File: config.mk
export PLATFORM = sky130hd
export DESIGN_NAME = spd_ins_wr
export DESIGN_NICKNAME = d
export VERILOG_FILES = /design/src/hdl/spd_pkg.sv /design/src/hdl/spd_ins_wr.sv
export SDC_FILE = /design/constraint.sdc
export NUM_CORES = 1
export LEC_CHECK = 0
export ABC_AREA = 1
export BUFFER_PORTS_ARGS = -buffer_cell sky130_fd_sc_hd__buf_2
export CAP_MARGIN = 25
export CORE_AREA = 2 2 68 70
export DETAILED_ROUTE_END_ITERATION = 8
export DIE_AREA = 0 0 70 72
export PLACE_DENSITY = 0.64
export REMOVE_ABC_BUFFERS = 1
export SYNTH_ARGS = -nofsm -noshare
export SYNTH_HDL_FRONTEND = slang
export SYNTH_SLANG_ARGS = --single-unit
export TNS_END_PERCENT = 30
File: constraint.sdc
create_clock -name vclk -period 0.95
set_clock_uncertainty 0.05 [all_clocks]
set_input_delay 0.095 -clock vclk [all_inputs]
set_output_delay 0.095 -clock vclk [all_outputs]
set_load 0.005 [all_outputs]
File: src/hdl/spd_pkg.sv
// Shared types and constants for the slotted page directory.
// No dependencies.
package spd_pkg;

    localparam int MAX_SLOTS        = 512;
    localparam int SLOT_W           = $clog2(MAX_SLOTS);
    localparam int CNT_W            = SLOT_W + 1;
    localparam int HEADER_BYTES     = 24;
    localparam int SLOT_ENTRY_BYTES = 8;

    localparam logic [3:0] OP_INIT     = 4'd0;
    localparam logic [3:0] OP_INSERT   = 4'd1;
    localparam logic [3:0] OP_MARK     = 4'd2;
    localparam logic [3:0] OP_UPDATE   = 4'd3;
    localparam logic [3:0] OP_APPLY    = 4'd4;
    localparam logic [3:0] OP_ROLLBACK = 4'd5;
    localparam logic [3:0] OP_GET      = 4'd6;
    localparam logic [3:0] OP_FIRST    = 4'd7;
    localparam logic [3:0] OP_NEXT     = 4'd8;

    localparam logic [2:0] ST_OK       = 3'd0;
    localparam logic [2:0] ST_NO_SPACE = 3'd1;
    localparam logic [2:0] ST_BEYOND   = 3'd2;
    localparam logic [2:0] ST_EMPTY    = 3'd3;
    localparam logic [2:0] ST_NOT_FOUND = 3'd4;

    typedef struct packed {
        logic [3:0]  opcode;
        logic [8:0]  slot;
        logic [12:0] tup_len;
    } in_item_t;

    typedef struct packed {
        logic [2:0]  status;
        logic [8:0]  slot_out;
        logic [12:0] offset;
        logic [12:0] length;
        logic [12:0] move_src;
        logic [12:0] move_dst;
        logic [12:0] move_len;
    } out_item_t;

    // one directory entry: offset and signed size
    typedef struct packed {
        logic [12:0]        offset;
        logic signed [13:0] size;
    } entry_t;

    // memory access request from the sequencer
    typedef struct packed {
        logic              rd_en;
        logic [SLOT_W-1:0] rd_addr;
        logic              wr_en;
        logic [SLOT_W-1:0] wr_addr;
        entry_t            wr_data;
    } mem_req_t;

endpackage

File: src/hdl/spd_ins_wr.sv
// Insert write-back: stores the new directory entry after an insert completes.
// Depends on spd_pkg.
module spd_ins_wr
(
    input  spd_pkg::mem_req_t  seq_req,
    input  logic               out_valid,
    input  logic               out_valid_d,
    input  logic [3:0]         opcode,
    input  spd_pkg::out_item_t res,
    output spd_pkg::mem_req_t  req
);

    always_comb
    begin
        req = seq_req;
        // the sequencer never writes in the cycle the result first appears
        if (out_valid && !out_valid_d && opcode == spd_pkg::OP_INSERT
            && res.status == spd_pkg::ST_OK)
        begin
            req.wr_en        = 1'b1;
            req.wr_addr      = res.slot_out;
            req.wr_data.offset = res.offset;
            req.wr_data.size   = $signed({1'b0, res.length});
        end
    end

endmodule

# --- Word-level counts from Yosys, hierarchy flattened ---
# Index checks and enable logic that the tools add are counted.
word_totals:
  ff_bits: 0
  out_inout_bits: 47
  elab_cells: 7
op_classes:
  eq_ne: 1
  muxes: 1
  n_reduce_logical: 5
op_table:
  columns: ["operator", "n"]
  rows:
  - ["$mux 37", 1]
  - ["$eq 4x1->1 const B", 1]
  - ["$logic_and 1x1->1", 3]
  - ["$logic_not 3->1", 1]
  - ["$logic_not 1->1", 1]

# --- Logic depth before layout (Yosys ltp) ---
# Gate-level depths: netlist of the first run.
logic_depth:
  ltp_word: 5
  depth_mapped: 7
  ltp_nobuf: 6

# --- Worst setup path after synthesis of the first run ---
# Ideal clock, no wire load.
synth_path:
  path_type: "in2out"
  startpoint: "in opcode[3]"
  endpoint: "out req[10] (netlist bit)"
  arrival_ps: 785
  t_required_ps: 805
  path_slack_ps: 20
  cell_stages: 7
  cell_sequence: "nor2_1 -> nand2_2 -> nor2_8 -> nand2_4 -> buf_6 -> nand2_1 -> nand2_1"
synth_rtl:
  columns: ["item", "line", "rtl"]
  rows:
  - ["start: declaration", "spd_ins_wr.sv:8", "input logic [3:0] opcode,"]
  - ["end: declaration", "spd_ins_wr.sv:10", "output spd_pkg::mem_req_t req"]

==> results.md, run 1 <==
- Result of the run: complete, but fails checks
- Violations in the final reports: setup timing
- Setup Viol. Count Final: 37
- Measured slew at the worst slew-check pin: 0.189 ns
- Starting DRT DRC Count: 28
- Starting utilization of the core area: 0.158
- Num ports: 177
- Cell area after synthesis: 672 um^2
- Setup repair after global routing missed its margin: yes
- Final hold slack: 0.140 ns
- Vias in the first global route: 1204
- Setup crit end kind: primary output
- Critical setup path kind: input port to primary output
- Remaining antenna violation count: 0
- Clock period minus final worst setup slack: 1.17 ns
- Area inside the core boundary: 0.00426 mm^2
- HP Class: input port to primary output
- Overall routed net length: 4050 um
- Max Freq: roughly 0.85 GHz
- Number of antenna violations at the first check in global routing: 0
- FF+latch area: 0 um^2
- Power per unit of standard cell area: 285 mW/mm^2
- Final WS setup: -0.223 ns
- Nets: 384
- Global-route wire length before repair: 5820 um
- Mean area per synthesized cell: 4.94 um^2
- Clock power frac: 0
- Vias: 1363
- Largest stage delay on the critical path: ~0.22 ns
- Layout Area Growth over Synthesis: 149%
- Number of unique standard cell types used by synthesis: 12
- RePlAce Congestion: 0.770
- Cell leakage power: about 0.00098 uW
- Post-DP HPWL: 2760 um
- Antenna cells: 0
- Critical Path AT: ~1.0 ns
- Per-cell via count in the routed design: approximately 4.5
- Fraction of power spent switching nets: 0.408
- Yosys Warn Count: 0
- Count of mapped cells out of synthesis: 136
- Total die area: 0.00504 mm^2
- Wire per inst: 13.3 um
- Pre-CTS worst setup slack: -0.370 ns
- Number of search-and-repair iterations in the first detailed-routing pass: 4
- Share of post-route cells with drive strength above 1: 0.647
- Die Y-Extent: about 72 um
- Design internal power: 283 uW
- Final routed DRC violation total: 0
- Final Max Slew Viols: 0
- Required time at the worst-slack endpoint: 0.81 ns
- Critical path peak fanout: 9
- Maximum number of pins on one net before global-route repair: 19
- Number of I/O port buffers: 118
- Placed standard-cell area: roughly 0.0012 mm^2
- Worst path slowest cell: sky130_fd_sc_hd__nor3b_4
- Part of the power in combinational logic: 1.000
- Setup TNS: -7.35 ns
- Total number of sequential cells: 0
- Net switching power figure: 194 uW
- Die span in x: approximately 70 um
- Sequential share of power: 0
- Critical path capture point: req[4]
- Worst supply voltage drop on vdd: 0.000151 V
- Max-cap viol count: 0
- Kind of start point of the critical path: input port
- GRT Resource Usage Total: 0.142
- Cell breakdown of the critical path: buf_6 -> nor3b_4 -> buf_12 -> clkbuf_16 -> nand3_1 -> nand2_1 -> buf_2
- Proportion of synthesized chip area in sequential cells: 0
- Hold Fails Final Rpt: 0
- Final design utilization: 0.392
- Cell area after layout: 0.00167 mm^2
- Rows: 24
- Number of stages on the worst setup path: 7
- Number of buffer and inverter stages on the critical path: 4
- Launch point of the critical path: res[76]
- Clock buffer instance count of the final layout: 0
- Worst slew margin: 0.874
- Total grt overflow: 0
- Family with the most delay on the worst path: buffers and inverters
- Part of the cycle the worst path needs: 1.23
[cell type report]
cell class / instances / area (um^2)
well taps: 52 / 65.1
inverters: 2 / 7.51
multi-input cells: 117 / 689
fillers: 445 / 2590
repair buffers: 133 / 911
[power groups by stage]
stage | clock, uW | combinational (uW) | sequential, uW
final | 0 | 477 | 0
after global routing | 0 | 524 | 0
after CTS | 0 | 434 | 0
after detailed placement | 0 | 370 | 0
after global placement | 0 | 369 | 0
after floorplan | 0 | 109 | 0
[cell usage after synthesis]
cell | count | share of area
sky130_fd_sc_hd__buf_2 | 3 | 0.022
sky130_fd_sc_hd__nor2_8 | 1 | 0.030
sky130_fd_sc_hd__nand3_1 | 35 | 0.26
sky130_fd_sc_hd__buf_4 | 14 | 0.16
sky130_fd_sc_hd__nand2_2 | 1 | 0.0093
sky130_fd_sc_hd__inv_1 | 2 | 0.011
sky130_fd_sc_hd__nand2_4 | 1 | 0.017
sky130_fd_sc_hd__nand2_1 | 72 | 0.40
sky130_fd_sc_hd__nor3b_2 | 1 | 0.019
sky130_fd_sc_hd__a21boi_0 | 1 | 0.011
sky130_fd_sc_hd__buf_6 | 3 | 0.050
sky130_fd_sc_hd__nor2_1 | 2 | 0.011
[per-stage QoR]
step	cells	total power, uW
4_1_cts	300	434
3_3_place_gp	292	369
3_5_place_dp	292	370
2_1_floorplan	116	109
6_report	304	477
5_1_grt	304	524
[metal layers]
metal | GRT usage | part of all wire | vias to the layer above
met1 | 0.153 | 0.35 | 581
met4 | 0.00641 | 0.0015 | 2
met3 | 0.0778 | 0.18 | 2
met5 | 0.0808 | 0.014 | -
li1 | - | - | 664
met2 | 0.250 | 0.46 | 114
[timing repair]
action / in CTS / in global routing
buffers inserted: 4 / 0
hold buffers: 0 / 0
setup endpoints to repair: 37 / 37
gates cloned: 4 / 4
resized for setup: 35 / 19
pin swaps: 24 / 13
[worst min-delay path by stage]
stage                           start       to  cells after the start
final                     seq_req[40]  req[40]                      0
after global routing      seq_req[40]  req[40]                      0
after CTS                 seq_req[40]  req[40]                      0
after detailed placement  seq_req[40]  req[40]                      0
after global placement    seq_req[40]  req[40]                      0
after floorplan           seq_req[37]  req[37]                      0
[logic make-up (layout without fill, tap and decap cells)]
family / after synthesis / in the layout / synth area share
AO/OA/AOI/OAI: 1 / 1 / 0.0112
AND/OR/NAND/NOR: 113 / 116 / 0.749
buffers and inverters: 22 / 135 / 0.240
[cell usage in the layout, fill, tap and decap left out, drive strengths merged]
| cell | count |
|---|---|
| a21boi | 1 |
| buf | 129 |
| nor2 | 3 |
| bufbuf | 1 |
| nand3 | 35 |
| nand2 | 77 |
| nor3b | 1 |
| clkbuf | 3 |
| inv | 2 |
No activity file was read; power rests on OpenSTA's default activity.
==> inputs of run 2 (changes only) <==
- clock period: 0.95 -> 1.1 ns (I/O delays scaled with it)
==> run 2 against run 1 <==
Net effect: the run still ends with setup timing left; sequential share of layout area unchanged; worst hold slack gained 0.030 ns; die area did not move; non-clock buffer count rose by 2; critical path depth rose by 2; largest power group unchanged; global-route usage fell by 0.15 points; worst setup slack better by 0.11 ns; largest cell class unchanged; cell area down 4.1%; flip-flop and latch count stayed put; power shrank 18%; first-iteration DRC count decreased by 61%; final cell count increased by 1.3%.
==> results.md, run 2 (same netlist as run 1, synthesis figures left out) <==
- Largest stage delay on the critical path: 0.20 ns (-0.02 ns)
- Filler cells: 455 (+2.2%)
- Number of search-and-repair iterations in the first detailed-routing pass: 4 (unchanged)
- Power per unit of standard cell area: 244 mW/mm^2 (-14%)
- Final WS setup: -0.115 ns (+0.108 ns)
- Final routed DRC violation total: 0 (unchanged)
- Final Max Slew Viols: 0 (unchanged)
- Number of antenna violations at the first check in global routing: 0 (unchanged)
- Antenna cells: 0 (unchanged)
- Share of post-route cells with drive strength above 1: 0.621 (-0.0257)
- Setup repair after global routing missed its margin: yes
- Result of the run: complete, but fails checks
- Starting utilization of the core area: 0.158 (unchanged)
- Required time at the worst-slack endpoint: 0.94 ns (+0.13 ns)
- Cell depth of the worst hold path: 0 (unchanged)
- Rows: 24 (unchanged)
- Vias: 1336 (-2.0%)
- Setup Viol. Count Final: 37 (unchanged)
- Num ports: 177 (unchanged)
- Cell area after layout: 0.00160 mm^2 (-4.1%)
- Crit-path most repeated cell: sky130_fd_sc_hd__nand2_1
- Critical setup path kind: input port to primary output
- Total number of sequential cells: 0 (unchanged)
- Nets: 388 (+1.0%)
- Hold Startpoint: seq_req[40]
- Measured slew at the worst slew-check pin: 0.183 ns (-0.00661 ns)
- Starting DRT DRC Count: 11 (-61%)
- Max-cap viol count: 0 (unchanged)
- Clock buffer instance count of the final layout: 0 (unchanged)
- Part of the cycle the worst path needs: 1.10
- Critical Path AT: 1.05 ns (+0.02 ns)
- Hold Fails Final Rpt: 0 (unchanged)
- Vias in the first global route: 1154 (-4.2%)
- Power after layout: 391 uW (-18%)
- Layout Area Growth over Synthesis: 139%
- RePlAce Congestion: 0.770 (about the same)
- Family with the most delay on the worst path: simple AND/OR/NAND/NOR gates
- Max Freq: 0.823 GHz
- Maximum number of pins on one net before global-route repair: 19 (unchanged)
- Clock period minus final worst setup slack: 1.21 ns
- Area inside the core boundary: 0.00426 mm^2 (unchanged)
- Post-DP HPWL: 2760 um (+0.14%)
- Total grt overflow: 0 (unchanged)
- Final design utilization: 0.376 (-0.0161)
- HP Class: input port to primary output
- Setup crit end kind: primary output
- Die span in x: 70 um (unchanged)
- Total die area: 0.00504 mm^2 (unchanged)
- Worst supply voltage drop on vdd: 0.0000981 V (-35%)
- Top library cells by usage in the layout, fill and taps aside: sky130_fd_sc_hd__buf_2, sky130_fd_sc_hd__nand2_1, sky130_fd_sc_hd__nand3_1
- Most frequent standard cell in the layout excluding fill and tap cells: sky130_fd_sc_hd__buf_2
- Kind of start point of the critical path: input port
- Number of buffer and inverter stages on the critical path: 3 (-1)
- Remaining antenna violation count: 0 (unchanged)
- Cell leakage power: 0.000977 uW (about the same)
- Total area of multi-input combinational cells: 676 um^2 (-2.0%)
- Wire per inst: 13.3 um (-0.40%)
- Cell breakdown of the critical path: buf_6 -> nor2_4 -> nand2_4 -> nor2_8 -> clkbuf_16 -> nand2_8 -> nand2_1 -> nand2_1 -> buf_2
- Number of I/O port buffers: 118 (unchanged)
- FF+latch area: 0 um^2 (unchanged)
- Worst path slowest cell: sky130_fd_sc_hd__clkbuf_16
- Overall routed net length: 4090 um (+0.91%)
- Worst slew margin: 0.878 (+0.00441)
- Hold worst-path end: req[40]
- Placed standard-cell area: 0.00122 mm^2 (unchanged)
- Violations in the final reports: setup timing
- Global-route wire length before repair: 5720 um (-1.7%)
- Die Y-Extent: 72 um (unchanged)
- Per-cell via count in the routed design: 4.34 (-3.3%)
- Critical path peak fanout: 9 (unchanged)
- GRT Resource Usage Total: 0.140 (-0.00146)
[run 2: what timing repair did]
| item | CTS | global route |
|---|---|---|
| buffers inserted | 8 | 2 |
| resized for setup | 28 | 14 |
| hold buffers | 0 | 0 |
| pin swaps | 6 | 8 |
| cloned | 4 | 3 |
| setup endpoints to repair | 37 | 37 |
[run 2: layout make-up]
type,instances,share of cell area
Timing Repair Buffer,135,0.534
Multi-Input combinational cell,119,0.421
Tap cell,52,0.0406
Inverter,2,0.00468
[run 2: worst max-delay path by stage]
stage               cells past startpoint  slack [ns]       from       to
floorplan                               4       -0.94    res[76]   req[0]
global placement                        6       -0.23    res[76]  req[24]
detailed placement                      6       -0.23    res[76]  req[24]
CTS                                     9       -0.14  opcode[3]  req[27]
global route                            9       -0.21  opcode[3]  req[24]
finish                                  9       -0.11  opcode[3]  req[24]
[run 2: routing by layer]
layer	vias to the layer above	GRT usage	routed length [um]
met5	-	0.0808	58
met4	2	0.00214	7
met3	4	0.0778	666
met2	107	0.237	1820
met1	550	0.160	1540
li1	673	-	-
[run 2: metrics by stage]
step	worst slack, ns	hold slack [ns]	setup TNS (ns)	cells
after detailed placement	-0.228	0.170	-7.55	292
after global placement	-0.230	0.170	-7.43	292
final	-0.115	0.170	-3.31	308
after CTS	-0.138	0.170	-4.34	304
after global routing	-0.211	0.170	-6.09	308
after floorplan	-0.940	0.170	-34.47	116
[run 2: power breakdown]
group	total, uW	switching [uW]	internal [uW]
Clock	0	0	0
Combinational	391	163	229
Sequential	0	0	0
